### config.mk
export PLATFORM = sky130hd
export DESIGN_NAME = lhbp_ram
export DESIGN_NICKNAME = d
export VERILOG_FILES = /design/src/hdl/lhbp_ram.sv
export SDC_FILE = /design/constraint.sdc
export NUM_CORES = 1
export LEC_CHECK = 0
export BUFFER_PORTS_ARGS = -buffer_cell sky130_fd_sc_hd__clkbuf_2
export CAP_MARGIN = 10
export CORE_ASPECT_RATIO = 0.75
export CORE_UTILIZATION = 45
export CTS_BUF_LIST = sky130_fd_sc_hd__clkbuf_16
export CTS_CLUSTER_SIZE = 40
export DETAILED_ROUTE_END_ITERATION = 16
export GPL_ROUTABILITY_DRIVEN = 0
export SLEW_MARGIN = 30
export SYNTH_ARGS = -nofsm -noshare
export SYNTH_HDL_FRONTEND = slang
export SYNTH_SLANG_ARGS = --single-unit
### constraint.sdc
create_clock -name i_clk -period 2.41 [get_ports i_clk]
set_input_delay 0.3615 -clock i_clk [delete_from_list [all_inputs] [get_ports i_clk]]
set_output_delay 0.3615 -clock i_clk [all_outputs]
set_load 0.02 [all_outputs]
### src/hdl/lhbp_ram.sv
// lhbp_ram: generic single write port, single read port memory with a
// registered read. No dependencies.
`default_nettype none

module lhbp_ram #(
    parameter int WIDTH = 8,
    parameter int DEPTH = 16
) (
    input  wire logic                     i_clk,
    input  wire logic                     i_we,
    input  wire logic [$clog2(DEPTH)-1:0] i_waddr,
    input  wire logic [WIDTH-1:0]         i_wdata,
    input  wire logic                     i_re,
    input  wire logic [$clog2(DEPTH)-1:0] i_raddr,
    output logic      [WIDTH-1:0]         o_rdata
);

    logic [WIDTH-1:0] r_mem [DEPTH];

    always_ff @(posedge i_clk) begin
        if (i_we) begin
            r_mem[i_waddr] <= i_wdata;
        end
        // read data holds while no read is issued
        if (i_re) begin
            o_rdata <= r_mem[i_raddr];
        end
    end

endmodule

`default_nettype wire

## Word level (Yosys, flattened, before mapping)

Memory sizes are Yosys's and may differ from the RTL's. A register that Yosys moved wholly into a read port is not among the register bits.
Index checks and enable logic that the tools add are counted.

- Logic and storage cells: 3
- Bits of input ports: 19
- Memory bits (writable): 128
- Memories: 1
- Register bits: 0
- Bits in latches: 0
- ROM bits: 0
- Output and inout port bits: 8

- Mux-type cells: 2
- Bitwise logic cells: 0
- Magnitude comparators: 0
- Shift-type cells: 0
- Reductions and logical operators: 0
- Divide/modulo/power cells: 0
- $mul: 0
- Equality and inequality tests: 0
- $add $sub $neg: 0

Memory list:

| memory | depth | width | rd ports | clocked after memory_dff | write ports | RTL line | RTL |
|---|---|---|---|---|---|---|---|
| r_mem | 16 | 8 | 1 | 1 | 1 | 18 | `logic [WIDTH-1:0] r_mem [DEPTH];` |

Operators with widths:

| kind | number |
|---|---|
| $mux 1 | 2 |

## Depth between registers and ports, before layout

Gate-level depths: netlist of run 1.

- Depth in word-level cells: 2
- Gate-level depth with buffers: 5
- Depth with buffers taken out: 3

## Worst setup path after synthesis of run 1

No wires, ideal clock.

- Path kind: input to register
- Start: in i_waddr[2]
- End: mem r_mem[0][0] (enable)
- Arrival time: 1.471 ns
- Stages on the path: 2
- Buffers on the path: 0
- Data required time: 2.027 ns
- Setup time: 0.383 ns
- Slack: 0.556 ns
- Cells stage by stage: or3b_2 nor3_1

RTL lines:

| item | RTL line | RTL |
|---|---|---|
| start: declaration | 11 | `input wire logic [$clog2(DEPTH)-1:0] i_waddr,` |
| end: declaration | 18 |  |

Straight into the memory's write port.

==> summary.md, run 1 <==
| Metric | Value |
|---|---|
| Status | `complete, no violations` |
| Final period util | `61.92%` |
| Clk_skew | `7.099 ps` |
| Final Hold Viols | `0` |
| Worst-Skew Late Latency | `410 ps` |
| Grt ovf | `0` |
| Cells after Synth | `229` |
| Num rows | `33` |
| Min cycle time layout | `1492 ps` |
| Largest net degree at the start of global routing | `33` |
| I/O Buffers | `26` |
| Multi-input logic area | `0.001057 mm^2` |
| Final instance area | `0.006181 mm^2` |
| Layout Nets | `302` |
| Area grow syn2layout | `18.24%` |
| Core ar. | `0.01111 mm^2` |
| Initial antenna violation count | `0` |
| Critical Path Start Type | `primary input` |
| Fillers | `844` |
| DR vias/cell | `5.584` |
| Synthesized area | `0.005228 mm^2` |
| Hold_buf cts | `0` |
| Register bit total from synthesis | `136` |
| Crit Path Max Fanout | `32` |
| Layout cells sized above 1 | `29.83%` |
| Slew headroom | `52.93%` |
| Crit path arrival time | `1650 ps` |
| Static leakage | `0.002103 uW` |
| Yosys warns | `0` |
| Pwr dens | `875.5 mW/mm^2` |
| Vias in the first global route | `2424` |
| Setup TNS Final | `0 ps` |
| Chip height | `95.34 um` |
| Worst hold path type | `primary input to flop` |
| CTS H-Tree Depth | `4` |
| Register area | `0.004084 mm^2` |
| Mapped Avg Cell Area | `22.83 um^2` |
| Setup crit end kind | `flop` |
| Top post-synthesis cells by area | `edfxtp_1, mux4_2, mux4_1` |
| # diodes | `0` |
| Antenna Violating Nets Remaining | `0` |
| Die X | `126.5 um` |
| Yosys top cell area share | `78.12%` |
| Detailed-route via count | `2429` |
| Routed Wire Length | `9938 um` |
| FMAX | `670.2 MHz` |
| Tot GR Track Use | `18.74%` |
| Setup bufs post-CTS | `0` |
| Crit Path Class | `primary input to flop` |
| Die ar. | `0.01206 mm^2` |
| Area after DPL | `0.005614 mm^2` |
| RSZ-0062 raised after global routing | `no` |
| Post-cts sizing count | `0` |
| Root Driver | `clkbuf_16` |
| Clock transition at the registers of the reported paths | `50 ps` |
| Clk buf depth | `2` |
| I/O pins | `27` |
| Drt pass-1 iters | `5` |
| Maximum vdd ir drop | `511.8 uV` |
| CTS Buf Count | `17` |
| Syn_nets | `248` |
| DP Wirelength | `6235 um` |
| Reg2reg setup slack | `970 ps` |
| Post-route DRC | `0` |
| Drt wl/cell | `22.85 um` |
| DRT iter0 DRCs | `184` |
| Final setup viols | `0` |
| Sequential fraction of the synthesis area | `78.12%` |
| Max-Cap Viols | `0` |
| CTS tree | `yes` |
| Max Slew Vio Count | `0` |
| Yosys cell types | `18` |
| First-pass GRT wire length | `14970 um` |
| Dominant cell type by area after synthesis | `edfxtp_1` |
| CTS Sinks | `136` |
| Initial Util | `47.07%` |
| Worst slew pin tran | `703.4 ps` |
| WP data required | `2560 ps` |
-- flip-flops by register name, indices dropped and copies added, names as in the netlist --
signal	flops
o_rdata	8
r_mem	128
-- power by group --
part           switching [uW]  internal [uW]
registers                15.7           2670
clock network             890           1590
logic                     148            104
-- final timing paths --
kind	depth (start not counted)	to	startpoint
max	5	o_rdata[2]	i_raddr[0]
max reg2reg	3	o_rdata[2]	r_mem[10][2]
min reg2reg	3	o_rdata[6]	r_mem[12][6]
min	1	o_rdata[2]	i_re
-- cell usage after synthesis --
| master | count |
|---|---|
| nor3_1 | 4 |
| nand3b_1 | 2 |
| edfxtp_1 | 136 |
| clkdlybuf4s25_2 | 3 |
| buf_2 | 3 |
| or3b_2 | 1 |
| and2_1 | 1 |
| nor2_1 | 13 |
| nand3_1 | 1 |
| a22oi_1 | 16 |
| nand2b_1 | 2 |
| buf_6 | 3 |
| nor2b_1 | 1 |
| nand2_1 | 9 |
| mux4_1 | 14 |
| and2b_1 | 1 |
| buf_4 | 1 |
| mux4_2 | 18 |
-- layout make-up --
type / count / area share [%]
clock inverter: 14 / 2.287
timing repair buffer: 45 / 4.818
tap: 140 / 2.834
clock buffer: 17 / 6.883
multi-input combinational: 83 / 17.11
sequential: 136 / 66.07
-- logic make-up (layout without fill, tap and decap cells) --
family,count (synthesis),after routing,synth area share [%]
compound gates,16,16,2.298
buf+inv,10,76,1.651
flops,136,136,78.12
mux,32,32,14.79
simple gates,35,35,3.136
-- per-stage QoR --
stage,utilization (%),instances,hold slack [ps],worst slack [ps],total power [uW]
2_1_floorplan,-,229,460.4,555.6,2874
3_3_place_gp,50.55,404,739.4,464.9,2982
6_report,55.65,435,369.9,917.8,5411
3_5_place_dp,50.55,404,754.1,454.7,2988
5_1_grt,55.65,435,354.1,829.1,5596
4_1_cts,55.65,435,358.1,889.5,5458
-- layout by cell type, fill, tap and decap left out, drive strengths merged --
cell	synthesis	layout
a22oi	16	16
and2	1	1
and2b	1	1
buf	7	19
bufinv	0	3
clkbuf	0	43
clkinv	0	7
clkinvlp	0	2
edfxtp	136	136
inv	0	2
mux4	32	32
nand2	9	9
nand2b	2	2
nand3	1	1
nand3b	2	2
nor2	13	13
nor2b	1	1
nor3	4	4
or3b	1	1
-- metal layers --
metal,up-vias,routed length (um),GRT usage [%]
met3,6,447,5.499
met5,-,0,0
met2,63,4435,26.66
met1,1270,4994,27.54
li1,1090,-,-
met4,0,61,6.928
-- critical path, stage by stage --
cell and delay (ps):
clkbuf_2 100, buf_12 250, mux4_1 590, a22oi_1 260, nand2_1 70
Note: power is estimated with default switching activity, not from simulation.
==> run 2: changes to the inputs <==
--- a/config.mk
+++ b/config.mk
@@ -5,6 +5,7 @@
 export SDC_FILE = /design/constraint.sdc
 export NUM_CORES = 1
 export LEC_CHECK = 0
+export ABC_AREA = 1
 export BUFFER_PORTS_ARGS = -buffer_cell sky130_fd_sc_hd__clkbuf_2
 export CAP_MARGIN = 10
 export CORE_ASPECT_RATIO = 0.75
==> constraint.sdc (replaced) <==
create_clock -name i_clk -period 1.2 [get_ports i_clk]
set_input_delay 0.18 -clock i_clk [delete_from_list [all_inputs] [get_ports i_clk]]
set_output_delay 0.18 -clock i_clk [all_outputs]
set_load 0.02 [all_outputs]
==> run 2 against run 1 <==
  * Area after synthesis rose by 12%
  * Critical path type is now flop to output port
  * Largest cell class unchanged
  * Non-clock buffer count rose by 12
  * Register-to-register slack got worse by 920 ps
  * Combinational power rose to 3.0 times the previous value
  * Clock power rose by 130%
  * Critical endpoint is now o_rdata[0]
  * Worst setup slack got worse by 900 ps
  * Critical path depth fell by 4
  * Core utilization rose by 0.60 points
  * Total power rose by 120%
  * First-iteration DRC count rose by 140%
  * Via count rose by 62%
==> summary.md, run 2 <==
| Metric | Value |
|---|---|
| Status | `complete, no violations` |
| Simple-Gate Fraction of Synth Area | `20.76%` |
| Critical Path Start Type | `flop` |
| Max reg flops | `128` |
| CTS Sinks | `136` |
| Most frequent cells in the layout | `nand2_1, edfxtp_1, inv_1` |
| Clk_skew | `15.80 ps` |
| Synthesized area | `0.005847 mm^2` |
| Post-layout util | `56.25%` |
| Detailed-route via count | `3942` |
| RSZ-0062 raised after global routing | `yes` |
| I/O Buffers | `26` |
| Max-Cap Viols | `0` |
| Synth top cells by count | `nand2_1, edfxtp_1, inv_1` |
| Yosys warns | `0` |
| Biggest regs | `r_mem: 128 flops, o_rdata: 8 flops` |
| Syn_nets | `570` |
| Critical Path Slowest Stage Cell | `edfxtp_1` |
| Dominant cell type by area after synthesis | `edfxtp_1` |
| Worst slew pin tran | `451.8 ps` |
| DP Cell Count | `750` |
| Worst-Skew Late Latency | `430 ps` |
| Pwr dens | `1687 mW/mm^2` |
| Number of flops mapped to enable cells by yosys | `136` |
| CTS Buf Count | `17` |
| Worst hold path type | `primary input to flop` |
| Die X | `133.6 um` |
| Drt wl/cell | `17.74 um` |
| Multiplexer share of the synthesized area | `0%` |
| Non-Filler Instances | `782` |
| Sequential fraction of the synthesis area | `69.85%` |
| Delay-heaviest family, CP | `flip-flops` |
| DRT iter0 DRCs | `450` |
| Area after DPL | `0.006326 mm^2` |
| Final instance area | `0.007020 mm^2` |
| Hold depth | `3` |
| DR vias/cell | `5.041` |
| Register area | `0.004084 mm^2` |
| Min cycle time layout | `1187 ps` |
| Final Hold Viols | `0` |
| Fillers | `1065` |
| Mapped Avg Cell Area | `10.61 um^2` |
| Root Driver | `clkbuf_16` |
| WP buf/inv | `1` |
| Layout Nets | `622` |
| Multi-input logic area | `0.001251 mm^2` |
| WP data required | `1020 ps` |
| Slew headroom | `69.88%` |
| Largest net degree at the start of global routing | `39` |
| Layout cells sized above 1 | `16.07%` |
| DP Wirelength | `8775 um` |
| Most common cell after layout, fill and taps aside | `nand2_1` |
| Final setup viols | `0` |
| Clock transition at the registers of the reported paths | `60 ps` |
| Setup bufs post-CTS | `0` |
| Crit Path Class | `flop to output port` |
| Register bit total from synthesis | `136` |
| CTS tree | `yes` |
| Static leakage | `0.003044 uW` |
| Post-route DRC | `0` |
| Area grow syn2layout | `20.07%` |
| Crit Path Max Fanout | `1` |
| Adder-cell area share of the yosys netlist | `0%` |
| Clk buf depth | `2` |
| Synth Area in XOR/XNOR | `0%` |
| Drt pass-1 iters | `5` |
| Hold Crit Start | `i_raddr[3]` |
| R2R Path Start | `r_mem[13][6]` |
| Yosys top cell area share | `69.85%` |
| # diodes | `0` |
| Yosys cell types | `11` |
| Tot GR Track Use | `22.38%` |
| Final period util | `98.91%` |
| Die ar. | `0.01346 mm^2` |
| CTS H-Tree Depth | `4` |
| Initial Util | `46.85%` |
| Synth async-reset ratio | `0%` |
| Initial antenna violation count | `0` |
| I/O pins | `27` |
| Critical-path cell list | `buf_6` |
| Grt ovf | `0` |
| Hold EP | `o_rdata[0]` |
| Largest family of logic cells by synthesized area | `simple AND/OR/NAND/NOR gates` |
| Synth Flop Type | `edfxtp_1` |
| Worst r2r dst | `o_rdata[6]` |
| Vias in the first global route | `3629` |
| Num rows | `35` |
| Setup crit end kind | `output port` |
| Max Slew Vio Count | `0` |
| Crit-path max cell delay | `430 ps` |
| Antenna Violating Nets Remaining | `0` |
| First-pass GRT wire length | `21200 um` |
| Maximum vdd ir drop | `1054 uV` |
| Reg2reg setup slack | `50 ps` |
| Hold WS | `131.8 ps` |
| Routed Wire Length | `13870 um` |
| R2R depth | `6` |
| Top post-synthesis cells by area | `edfxtp_1, nand2_1, nand3_1` |
| Top reg by flops | `r_mem` |
| Cells after Synth | `551` |
| Crit path arrival time | `1010 ps` |
| Setup TNS Final | `0 ps` |
| Core ar. | `0.01248 mm^2` |
| Top-count cell post-synth | `nand2_1` |
| Chip height | `100.7 um` |
| Compound-Gate Fraction of Synth Area | `0%` |
| FMAX | `842.5 MHz` |
-- run 2: changes by cell type in the layout (fill, tap and decap cells not counted), sizes merged, moves of 3 or more --
| cell | change |
|---|---|
| nand2 | +164 |
| inv | +102 |
| nand3 | +96 |
| mux4 | -32 |
| a22oi | -16 |
| buf | +13 |
| nor2 | +4 |
| nor3 | -4 |
| clkinv | -3 |
-- run 2: logic make-up (layout without fill, tap and decap cells) --
logic type             Yosys count  after routing
AND/OR/NAND/NOR                289            289
flip-flops                     136            136
buffers and inverters          126            191
-- run 2: per-layer routing --
layer	up-vias	part of all wire, %	GRT usage, %
met1	1907	49	33.80
met3	10	6.0	4.977
li1	1888	-	-
met4	0	0.74	7.430
met2	137	44	31.85
met5	-	0	0
-- run 2: how the worst max path moves through the flow --
| stage | slack, ps | to | start | cells after the start |
|---|---|---|---|---|
| 2_1_floorplan | 70 | r_mem[4][0] | i_waddr[3] | 2 |
| 3_3_place_gp | -170 | o_rdata[3] | i_raddr[0] | 8 |
| 3_5_place_dp | -210 | o_rdata[6] | i_raddr[0] | 8 |
| 4_1_cts | -20 | o_rdata[0] | o_rdata[0] | 1 |
| 5_1_grt | -10 | o_rdata[0] | o_rdata[0] | 1 |
| 6_report | 10 | o_rdata[0] | o_rdata[0] | 1 |
-- run 2: through the flow --
step	total power [uW]	setup WS, ps
6_report	11840	13.04
5_1_grt	12190	-11.21
4_1_cts	11890	-16.85
3_5_place_dp	6212	-207.0
3_3_place_gp	6201	-171.9
2_1_floorplan	5880	69.16
-- run 2: final cells by class --
| type | instances | share of cell area (%) |
|---|---|---|
| clock buffer | 17 | 6.060 |
| sequential | 136 | 58.17 |
| tap | 166 | 2.958 |
| timing repair buffer | 57 | 6.327 |
| clock inverter | 15 | 3.208 |
| inverter | 102 | 5.454 |
| multi-input combinational | 289 | 17.82 |
-- run 2: timing repair --
action | CTS | global route
hold buffers | 0 | 0
setup endpoints to repair | 1 | 5
gates cloned | 0 | 0
gates resized for setup | 0 | 11
-- run 2: where the power goes --
group | internal, uW | leakage (uW) | total [uW] | switching (uW)
registers | 5350 | 0.00124 | 5390 | 32.4
logic | 236 | 0.00150 | 747 | 511
clock network | 3690 | 0.000306 | 5710 | 2020
-- run 2: tightest hold or removal path, cell delays in order --
cell	delay [ps]
clkbuf_2	120
nand3_1	90
nand2_1	60
==> run 3: changes to the inputs <==
--- a/config.mk
+++ b/config.mk
@@ -6,14 +6,15 @@
 export NUM_CORES = 1
 export LEC_CHECK = 0
 export ABC_AREA = 1
-export BUFFER_PORTS_ARGS = -buffer_cell sky130_fd_sc_hd__clkbuf_2
 export CAP_MARGIN = 10
 export CORE_ASPECT_RATIO = 0.75
 export CORE_UTILIZATION = 45
 export CTS_BUF_LIST = sky130_fd_sc_hd__clkbuf_16
 export CTS_CLUSTER_SIZE = 40
 export DETAILED_ROUTE_END_ITERATION = 16
+export DONT_BUFFER_PORTS = 1
 export GPL_ROUTABILITY_DRIVEN = 0
+export SETUP_SLACK_MARGIN = 0.15
 export SLEW_MARGIN = 30
 export SYNTH_ARGS = -nofsm -noshare
 export SYNTH_HDL_FRONTEND = slang
==> constraint.sdc (replaced) <==
create_clock -name i_clk -period 1 [get_ports i_clk]
set_input_delay 0.15 -clock i_clk [delete_from_list [all_inputs] [get_ports i_clk]]
set_output_delay 0.15 -clock i_clk [all_outputs]
set_load 0.02 [all_outputs]
==> run 3 against run 2 <==
  * Hold slack worse by 180 ps
  * Highest routed layer unchanged
  * Routed wire length is 2.3% lower
  * Critical path type is now flop to flop
  * The flow now finishes with violations (negative hold slack, negative setup slack)
  * Count of clock-buffer cells in the layout stayed put
  * Flip-flop and latch count stayed put
  * Sequential share of layout area is 1.4 points lower
==> summary.md, run 3 (same netlist as run 2, synthesis figures left out) <==
| Metric | Value |
|---|---|
| Status | `finished, violations left` |
| Failing checks | `negative hold slack, negative setup slack` |
| Setup crit end kind | `flop` |
| Static leakage | `0.003073 uW` |
| Worst r2r dst | `o_rdata[4]` |
| I/O pins | `27` |
| Initial antenna violation count | `1` |
| Register area | `0.004084 mm^2` |
| Non-Filler Instances | `760` |
| Antenna Violating Nets Remaining | `0` |
| Max reg flops | `128` |
| CTS H-Tree Depth | `4` |
| Worst-Skew Late Latency | `420 ps` |
| Grt ovf | `0` |
| Dpl ws | `-207.3 ps` |
| R2R Path Start | `r_mem[8][4]` |
| Maximum vdd ir drop | `1190 uV` |
| Critical Path Start Type | `flop` |
| Slew headroom | `48.16%` |
| Die X | `133.6 um` |
| Vias in the first global route | `3569` |
| Hold WS | `-52.29 ps` |
| Max Slew Vio Count | `0` |
| Max-Cap Viols | `0` |
| Hold EP | `o_rdata[6]` |
| Min cycle time layout | `1095 ps` |
| Routed Wire Length | `13550 um` |
| Most common cell after layout, fill and taps aside | `nand2_1` |
| FMAX | `913.5 MHz` |
| DP Wirelength | `8494 um` |
| Hold depth | `2` |
| Clk_skew | `5.028 ps` |
| Die ar. | `0.01346 mm^2` |
| Layout cells sized above 1 | `23.44%` |
| Pwr dens | `1790 mW/mm^2` |
| CTS tree | `yes` |
| Most frequent cells in the layout | `nand2_1, edfxtp_1, inv_1` |
| DR vias/cell | `4.993` |
| Reg2reg setup slack | `-90 ps` |
| Detailed-route via count | `3795` |
| Area grow syn2layout | `22.98%` |
| Setup TNS Final | `-1005 ps` |
| Num rows | `35` |
| Crit Path Class | `flop to flop` |
| CTS Buf Count | `17` |
| I/O Buffers | `0` |
| CTS Sinks | `136` |
| Final setup viols | `16` |
| Post-route DRC | `0` |
| Chip height | `100.7 um` |
| Final worst slack | `-94.75 ps` |
| RSZ-0062 raised after global routing | `yes` |
| Final Hold Viols | `8` |
| DP Cell Count | `718` |
| Crit Path Max Fanout | `1` |
| Core ar. | `0.01248 mm^2` |
| Tot GR Track Use | `21.90%` |
| Hold Crit Start | `i_raddr[3]` |
| Largest net degree at the start of global routing | `66` |
| DRT iter0 DRCs | `285` |
| Root Driver | `clkbuf_16` |
| R2R depth | `6` |
| Fillers | `1023` |
| Drt pass-1 iters | `5` |
| WP data required | `1170 ps` |
| Layout Nets | `599` |
| First-pass GRT wire length | `20870 um` |
| Worst slew pin tran | `777.5 ps` |
| Top reg by flops | `r_mem` |
| Crit path arrival time | `1260 ps` |
| Hold_buf cts | `9` |
| Clk buf depth | `2` |
| Drt wl/cell | `17.83 um` |
| Multi-input logic area | `0.001594 mm^2` |
| Biggest regs | `r_mem: 128 flops, o_rdata: 8 flops` |
| Worst hold path type | `primary input to flop` |
| Initial Util | `46.85%` |
| Clock transition at the registers of the reported paths | `60 ps` |
| Final period util | `109.5%` |
==> run 3: changes by cell type in the layout (fill, tap and decap cells not counted), sizes merged <==
cell          change
buf               -7
inv               +3
diode             +1
clkinv            +5
clkinvlp          -4
bufinv            -4
dlymetal6s4s      +9
clkbuf           -25
==> run 3: power breakdown <==
| part | total [uW] | switching, uW | internal, uW |
|---|---|---|---|
| combinational | 830 | 528 | 302 |
| clock | 5540 | 2210 | 3330 |
| sequential | 6500 | 73.5 | 6430 |
==> run 3: cell type report <==
type / count / area share (%)
Clock inverter: 15 / 1.375
Sequential cell: 136 / 56.79
Multi-Input combinational cell: 289 / 22.17
Antenna cell: 1 / 0.03480
Inverter: 102 / 5.429
Timing Repair Buffer: 34 / 5.394
Clock buffer: 17 / 5.916
Tap cell: 166 / 2.888
==> run 3: worst max path at each step <==
stage / start / endpoint / slack, ps / cells after the start
finish: r_mem[8][4] / o_rdata[4] / -90 / 6
global route: r_mem[2][4] / o_rdata[4] / -170 / 6
CTS: r_mem[1][1] / o_rdata[1] / -90 / 6
detailed placement: i_raddr[0] / o_rdata[4] / -210 / 7
global placement: i_raddr[0] / o_rdata[2] / -180 / 7
floorplan: i_waddr[2] / r_mem[10][0] / -20 / 2
==> run 3: per-layer routing <==
metal | up-vias | track usage (%) | wire, um | part of all wire (%)
li1 | 1851 | - | - | -
met1 | 1795 | 31.71 | 6458 | 48
met2 | 125 | 31.49 | 5874 | 43
met3 | 24 | 5.178 | 941 | 6.9
met4 | 0 | 9.703 | 277 | 2.0
met5 | - | 0 | 0 | 0
==> run 3: what timing repair did <==
| action | in CTS | in global routing |
|---|---|---|
| endpoints found under the hold margin | 144 | 8 |
| buffers inserted | 0 | 0 |
| gates cloned | 0 | 0 |
| pin swaps | 8 | 19 |
| setup endpoints to repair | 16 | 152 |
| resized for setup | 24 | 39 |
==> run 3: through the flow <==
| stage | util (%) | area [um^2] | total power, uW |
|---|---|---|---|
| final | 57.61 | 7191 | 12870 |
| after global routing | 57.61 | 7191 | 13280 |
| after CTS | 56.49 | 7051 | 12910 |
| after detailed placement | 50.61 | 6316 | 7233 |
| after global placement | 50.61 | 6316 | 7225 |
| after floorplan | - | 6085 | 7141 |
==> run 3: worst max-delay path: stages, from the launching register on <==
cell	delay, ps
edfxtp_1	360
inv_1	60
nand2_1	50
nand3_1	120
nand3_4	100
nand3_2	100
nand2_2	60
